File: config.mk
export PLATFORM = sky130hd
export DESIGN_NAME = alle_useq
export DESIGN_NICKNAME = d
export VERILOG_FILES = /design/src/hdl/alle_pkg.sv /design/src/hdl/alle_useq.sv
export SDC_FILE = /design/constraint.sdc
export NUM_CORES = 1
export LEC_CHECK = 0
export BUFFER_PORTS_ARGS = -buffer_cell sky130_fd_sc_hd__buf_2
export CAP_MARGIN = 20
export CORE_MARGIN = 5
export CORE_UTILIZATION = 30
export CTS_BUF_LIST = sky130_fd_sc_hd__clkbuf_8
export CTS_CLUSTER_DIAMETER = 200
export DETAILED_ROUTE_END_ITERATION = 8
export HOLD_SLACK_MARGIN = 0.15
export PLACE_DENSITY = 0.59
export SETUP_SLACK_MARGIN = 0.3
export SLEW_MARGIN = 20
export SYNTH_ARGS = -nofsm -noshare
export SYNTH_HDL_FRONTEND = slang
export SYNTH_SLANG_ARGS = --single-unit
File: constraint.sdc
create_clock -name clk -period 1.8 [get_ports clk]
set_clock_uncertainty 0.2 [all_clocks]
set_input_delay 0.18 -clock clk [delete_from_list [all_inputs] [get_ports clk]]
set_output_delay 0.18 -clock clk [all_outputs]
set_load 0.005 [all_outputs]
File: src/hdl/alle_pkg.sv
// shared types, codes and microcode program of the array linked list engine
// used by alle_useq and array_linked_list_engine_top; depends on nothing else
package alle_pkg;

	// field widths of the stream words
	localparam int KIND_W   = 2;
	localparam int POS_W    = 11;
	localparam int VAL_W    = 32;
	localparam int STATUS_W = 2;
	localparam int S_DATA_W = 48;
	localparam int M_DATA_W = 32;

	// operation kinds
	localparam logic [KIND_W-1:0] K_INS_HEAD  = 2'd0;
	localparam logic [KIND_W-1:0] K_INS_AFTER = 2'd1;
	localparam logic [KIND_W-1:0] K_DELETE    = 2'd2;
	localparam logic [KIND_W-1:0] K_READ      = 2'd3;

	// result status codes
	localparam logic [STATUS_W-1:0] ST_OK     = 2'd0;
	localparam logic [STATUS_W-1:0] ST_FULL   = 2'd1;
	localparam logic [STATUS_W-1:0] ST_BADPOS = 2'd2;
	localparam logic [STATUS_W-1:0] ST_END    = 2'd3;

	// microcode step addresses
	localparam int STEP_W = 4;
	localparam logic [STEP_W-1:0] U_INS_HEAD     = 4'd0;
	localparam logic [STEP_W-1:0] U_INS_AFT_CHK  = 4'd1;
	localparam logic [STEP_W-1:0] U_INS_AFT_NEW  = 4'd2;
	localparam logic [STEP_W-1:0] U_INS_AFT_LINK = 4'd3;
	localparam logic [STEP_W-1:0] U_DEL_HEAD_CHK = 4'd4;
	localparam logic [STEP_W-1:0] U_DEL_HEAD_UPD = 4'd5;
	localparam logic [STEP_W-1:0] U_DEL_K_CHK    = 4'd6;
	localparam logic [STEP_W-1:0] U_DEL_K_NEXT   = 4'd7;
	localparam logic [STEP_W-1:0] U_DEL_K_UPD    = 4'd8;
	localparam logic [STEP_W-1:0] U_RD_SEEK      = 4'd9;
	localparam logic [STEP_W-1:0] U_RD_FETCH     = 4'd10;
	localparam logic [STEP_W-1:0] U_RD_OUT       = 4'd11;

	// abort conditions tested by a step
	typedef enum logic [2:0] {
		C_NONE,
		C_FULL,
		C_FULL_KBAD,
		C_KBAD,
		C_HEADBAD,
		C_LINKBAD,
		C_CURBAD
	} cond_t;

	// memory address source
	typedef enum logic [2:0] {
		A_ALLOC,
		A_K,
		A_HEAD,
		A_LINK,
		A_CUR
	} addr_sel_t;

	// link write data source
	typedef enum logic [1:0] {
		LD_HEAD,
		LD_LINK,
		LD_ALLOC
	} ldat_t;

	// head register update
	typedef enum logic [1:0] {
		H_KEEP,
		H_ALLOC,
		H_LINK
	} head_sel_t;

	// cursor register update
	typedef enum logic [1:0] {
		CU_KEEP,
		CU_HEAD_IF_POS0,
		CU_LINK
	} cur_sel_t;

	// one control word
	typedef struct packed {
		cond_t                cond;
		logic [STATUS_W-1:0]  fail_st;
		addr_sel_t            addr;
		logic                 rd;
		logic                 lwr;
		ldat_t                ldat;
		logic                 vwr;
		head_sel_t            head;
		logic                 alloc_inc;
		cur_sel_t             cur;
		logic                 rv_ld;
		logic                 fin;
	} ctrl_t;

	// datapath feedback to the sequencer
	typedef struct packed {
		logic go;
		logic done;
	} seq_fb_t;

	// first step of each operation
	function automatic logic [STEP_W-1:0] entry_of(input logic [KIND_W-1:0] kind,
		input logic pos_zero);
		logic [STEP_W-1:0] e;
		e = U_INS_HEAD;
		unique case (kind)
			K_INS_HEAD:  e = U_INS_HEAD;
			K_INS_AFTER: e = U_INS_AFT_CHK;
			K_DELETE:    e = pos_zero ? U_DEL_HEAD_CHK : U_DEL_K_CHK;
			K_READ:      e = U_RD_SEEK;
		endcase
		return e;
	endfunction

	// microcode program
	function automatic ctrl_t ucode_rom(input logic [STEP_W-1:0] step);
		ctrl_t w;
		w.cond      = C_NONE;
		w.fail_st   = ST_OK;
		w.addr      = A_ALLOC;
		w.rd        = 1'b0;
		w.lwr       = 1'b0;
		w.ldat      = LD_HEAD;
		w.vwr       = 1'b0;
		w.head      = H_KEEP;
		w.alloc_inc = 1'b0;
		w.cur       = CU_KEEP;
		w.rv_ld     = 1'b0;
		w.fin       = 1'b0;
		unique case (step)
			U_INS_HEAD: begin
				w.cond = C_FULL; w.fail_st = ST_FULL;
				w.addr = A_ALLOC; w.lwr = 1'b1; w.ldat = LD_HEAD; w.vwr = 1'b1;
				w.head = H_ALLOC; w.alloc_inc = 1'b1; w.fin = 1'b1;
			end
			U_INS_AFT_CHK: begin
				w.cond = C_FULL_KBAD; w.addr = A_K; w.rd = 1'b1;
			end
			U_INS_AFT_NEW: begin
				w.addr = A_ALLOC; w.lwr = 1'b1; w.ldat = LD_LINK; w.vwr = 1'b1;
			end
			U_INS_AFT_LINK: begin
				w.addr = A_K; w.lwr = 1'b1; w.ldat = LD_ALLOC;
				w.alloc_inc = 1'b1; w.fin = 1'b1;
			end
			U_DEL_HEAD_CHK: begin
				w.cond = C_HEADBAD; w.fail_st = ST_BADPOS; w.addr = A_HEAD; w.rd = 1'b1;
			end
			U_DEL_HEAD_UPD: begin
				w.head = H_LINK; w.fin = 1'b1;
			end
			U_DEL_K_CHK: begin
				w.cond = C_KBAD; w.fail_st = ST_BADPOS; w.addr = A_K; w.rd = 1'b1;
			end
			U_DEL_K_NEXT: begin
				w.cond = C_LINKBAD; w.fail_st = ST_BADPOS; w.addr = A_LINK; w.rd = 1'b1;
			end
			U_DEL_K_UPD: begin
				w.addr = A_K; w.lwr = 1'b1; w.ldat = LD_LINK; w.fin = 1'b1;
			end
			U_RD_SEEK: begin
				w.cur = CU_HEAD_IF_POS0;
			end
			U_RD_FETCH: begin
				w.cond = C_CURBAD; w.fail_st = ST_END; w.addr = A_CUR; w.rd = 1'b1;
			end
			U_RD_OUT: begin
				w.rv_ld = 1'b1; w.cur = CU_LINK; w.fin = 1'b1;
			end
			default: begin
				w.fin = 1'b1;
			end
		endcase
		return w;
	endfunction

endpackage

File: src/hdl/alle_useq.sv
// microcode sequencer of the array linked list engine: step counter and program table
// depends on alle_pkg
module alle_useq (
	input  logic                          clk,
	input  logic                          arst_n,
	input  logic                          start,
	input  logic [alle_pkg::KIND_W-1:0]   kind,
	input  logic                          pos_zero,
	input  alle_pkg::seq_fb_t             fb,
	output logic                          busy,
	output alle_pkg::ctrl_t               ctrl
);
	import alle_pkg::*;

	typedef enum logic {
		S_IDLE,
		S_RUN
	} state_t;

	state_t              state_q;
	logic [STEP_W-1:0]   step_q;

	// step counter with dispatch on kind and early exit on abort
	always_ff @(posedge clk or negedge arst_n) begin
		if (!arst_n) begin
			state_q <= S_IDLE;
			step_q  <= U_INS_HEAD;
		end else begin
			unique case (state_q)
				S_IDLE: begin
					if (start) begin
						state_q <= S_RUN;
						step_q  <= entry_of(kind, pos_zero);
					end
				end
				S_RUN: begin
					if (fb.go) begin
						if (fb.done) begin
							state_q <= S_IDLE;
						end else begin
							step_q <= step_q + STEP_W'(1);
						end
					end
				end
			endcase
		end
	end

	// control word of the current step
	assign busy = (state_q == S_RUN);
	assign ctrl = ucode_rom(step_q);

endmodule

# Word-level counts from Yosys, hierarchy flattened
# Index checks and enable logic that the tools add are counted.
# totals
register_bits	5
mem_bits_rw	0
in_bits	8
mem_count	0
word_cells	52
mem_bits_ro	0
latchBits	0
out_inout_bits	21
# classes
n_lt_le_gt_ge	0
multipliers	0
div_mod_pow	0
n_addsub	1
shifts	0
n_eq_ne	17
reduce_logical	10
n_mux	21
bitwise	1
# op_table
cell	n
3-bit case mux with 6 select lines	1
4-bit by 3-bit equality test with 1-bit output, second input constant	4
4-bit equality test, second input constant	4
4-bit case mux with 4 select lines	1
4-bit two-way mux	3
3-bit case mux with 4 select lines	1
3-bit case mux with 3 select lines	1
4-bit by 2-bit equality test with 1-bit output, second input constant	2
1-bit two-way mux	8
2-bit case mux with 2 select lines	2
4-bit case mux with 2 select lines	1
7-bit OR reduction	1
2-bit inequality test, second input constant	3
2-bit case mux with 3 select lines	1
2-bit OR reduction	3
5-bit OR reduction	1
4-bit by 1-bit adder with 4-bit output, second input constant	1
2-bit equality test, second input constant	2
4-bit by 1-bit equality test with 1-bit output, second input constant	1
4-bit zero test	1
4-bit OR reduction	1
3-bit AND reduction	1
3-bit OR reduction	1
2-bit by 1-bit equality test with 1-bit output, second input constant	1
other kinds (4)	4

# Depth between registers and ports, before layout
# depth
depth_word	4
depth_mapped	6
depth_no_buf	5

# Worst setup path after synthesis
# OpenSTA, ideal clock, no wires.
# synth_timing
kind	register -> output
from	register step_q[0]
to	output ctrl[11] (netlist name)
path_buffers	1
required_time_ps	1420
arrival_ps	1257
stages_incl_launch_ff	7
path_slack_ps	163
cell_sequence	dfrtp_1 > inv_1 > ha_1 > clkbuf_2 > nand3b_1 > o21ai_1 > or2_1
# synth_lines
item	line_no	source
from (decl)	alle_useq.sv:21	logic [STEP_W-1:0] step_q;
from (signal assigned)	alle_useq.sv:33	step_q <= entry_of(kind, pos_zero);
from (signal assigned)	alle_useq.sv:41	step_q <= step_q + STEP_W'(1);
to (decl)	alle_useq.sv:11	output alle_pkg::ctrl_t ctrl

==> results.ini <==
[timing]
fin_crit_sh=1.03
rsz0062_at_grt=true
setup_viol=4
max_freq_mhz=538
slew_violations=0
min_period_ns=1.86
max_slew_margin=0.838
fin_ws_ns=-0.0596
tightest_slew_ns=0.243
hold_viol=0

[logic_synthesis]
yosys_warnings=0
synth_nets=88
synth_area_leader_cell=dfrtp_1
synthDistinctLibCells=30
synth_area_leaders=dfrtp_1, ha_1, nor2_1
synth_top_cell_area_share=0.219
ys_ff_latch=5
ys_seq_area_frac=0.219
syn_inst=76
syn_area_um2=572
syn_area_per_cell_um2=7.52

[floorplanning]
die_w_um=53.7
die-area_mm2=0.00288
die_y_um=53.7
row_count=15
core_area_mm2=0.00176
boundaryPins=29
initial_core_util=0.324

[setup_path]
crit_family=flip-flops
cp-start-kind=register
critPathKind=register to output port
regToRegSetupSlack_ns=0.17
path_cells=buf_6 -> ha_4 -> mux2i_1 -> o21ai_1 -> or2_1 -> buf_2
critPathBufInv=2
critical-path-max-stage-delay_ns=0.41
cp-end-kind=output port
cp_max_fo=5
cp_slowest_cell=dfrtp_1
arrival_ns=1.48
cp.required_ns=1.42
r2r_start=step_q[1]
worstRegToRegCells=6
rr_endpoint=step_q[2]

[route]
drt-total-wl_um=1750
wl_per_cell_um=12.1
final_antenna_net_count=0
vias_per_cell=4.72
drtIter0Drc=12
via_count=680
drcViolationCount=0
firstDrtPassIters=4

[global_route]
grt_usage=0.119
grt_pass1_wl_um=2520
grt_max_degree=17
antenna_found_initial=0
grt-ovfl-total=0
grt_pass1_vias=595

[cts]
root_buffer=clkbuf_8
cts_buffer_depth=2
insertion_delay_ns=0.22
tritoncts=done
cts_made_buffers=3
htreeDepth=1
clkTransAtPathRegs_ns=0.03
cts_sinks=5

[min_path]
min_to=step_q[1]
hp-start=pos_zero
hold-path-cell-count=4
holdCritPathClass=input pin to register

[finish]
final_nets=132
antennaDiodeCount=0
drive_gt1_frac=0.504
final_core_utilization=0.558
final_common_cell=buf_2
synthToLayoutAreaGrowth_pct=72.2
layout_common_cells=buf_2, buf_4, nor2_1, dlygate4sd3_1

[power]
p_leak_nw=0.487
peakVddDrop_mv=0.787
power.total_w=0.00168
powerDensity_mw_per_mm2=1710

[run_status]
status=complete, but fails checks
violations=setup timing

[placed_design]
pre_cts_ws_ns=0.0717
place.port_buffers=28
dp_hpwl_um=1190
gp_congestion=0.764

[job]
maxCapViolations=0

==> state kept, by name (all words and copies together), names as in the netlist <==
name    count
step_q      4
busy        1
==> power by group <==
| group | switching, W | internal (W) |
|---|---|---|
| logic | 0.000558 | 0.000640 |
| clock network | 0.0000518 | 0.000146 |
| registers | 0.000120 | 0.000169 |
| total | 0.000730 | 0.000954 |
==> cells in the mapped netlist <==
library cell,number
nor2b_1,2
mux2i_1,3
o22ai_1,1
and2_1,2
nand2_1,4
nor2_1,11
and3b_1,2
o21ai_1,2
o21ai_0,4
or2_1,1
nand3b_1,2
buf_6,1
a31oi_1,1
nand3_1,2
o21a_1,2
buf_4,2
dfrtp_1,5
a21oi_1,4
a22oi_1,2
a21o_1,1
nand2b_1,4
o2bb2a_1,2
nor3b_1,1
a211oi_1,1
ha_1,4
o21ba_2,1
nor3_1,2
buf_2,2
inv_1,4
clkbuf_2,1
==> worst register-to-register path: stages (launching register included) <==
cell and delay, ns:
dfrtp_1 0.41, buf_4 0.16, ha_4 0.18, buf_4 0.14, nor2b_1 0.10, a21oi_1 0.04, o2bb2a_1 0.28
==> per-layer routing <==
metal	track usage	up-vias	wire length (um)
met3	0.0222	0	158
met5	0	-	0
met1	0.138	295	764
met2	0.204	32	824
met4	0.0638	0	0
li1	-	353	-
==> how the worst max path moves through the flow <==
| stage | start | end | slack (ns) | cells past startpoint |
|---|---|---|---|---|
| final | step_q[1] | ctrl[11] | -0.06 | 6 |
| after global routing | step_q[0] | ctrl[0] | -0.13 | 7 |
| after CTS | step_q[1] | ctrl[11] | -0.07 | 6 |
| after detailed placement | step_q[0] | ctrl[11] | 0.07 | 6 |
| after global placement | step_q[0] | ctrl[11] | 0.13 | 6 |
| after floorplan | step_q[0] | ctrl[11] | 0.18 | 6 |
==> metrics by stage <==
stage	cell area, um^2	instances	setup TNS, ns	hold slack (ns)
floorplan	583	76	0	-0.316
global placement	719	125	0	-0.198
detailed placement	719	125	0	-0.194
CTS	932	141	-0.192	0.156
global route	985	144	-0.597	0.203
finish	985	144	-0.181	0.152
==> area by class of cell <==
| type | count | area (um^2) |
|---|---|---|
| Sequential cell | 5 | 130 |
| Multi-Input combinational cell | 61 | 458 |
| Timing Repair Buffer | 45 | 303 |
| Tap cell | 25 | 31.3 |
| Clock inverter | 1 | 3.75 |
| Clock buffer | 3 | 41.3 |
| Fill cell | 175 | 779 |
| Inverter | 4 | 17.5 |
==> what timing repair did <==
action	4_1_cts	5_1_grt
buffers inserted	6	3
endpoints found under the hold margin	7	0
resized for setup	17	9
hold buffers	6	0
setup endpoints to repair	22	22
pin swaps	4	1
cloned	0	0
==> kinds of logic after synthesis <==
family,Yosys count,synth area share
buffers and inverters,10,0.0984
AND/OR/NAND/NOR,33,0.302
multiplexers,3,0.0525
flip-flops,5,0.219
adder cells (fa/ha/maj),4,0.0875
AO/OA/AOI/OAI,21,0.241
No activity file was read; power rests on OpenSTA's default activity.
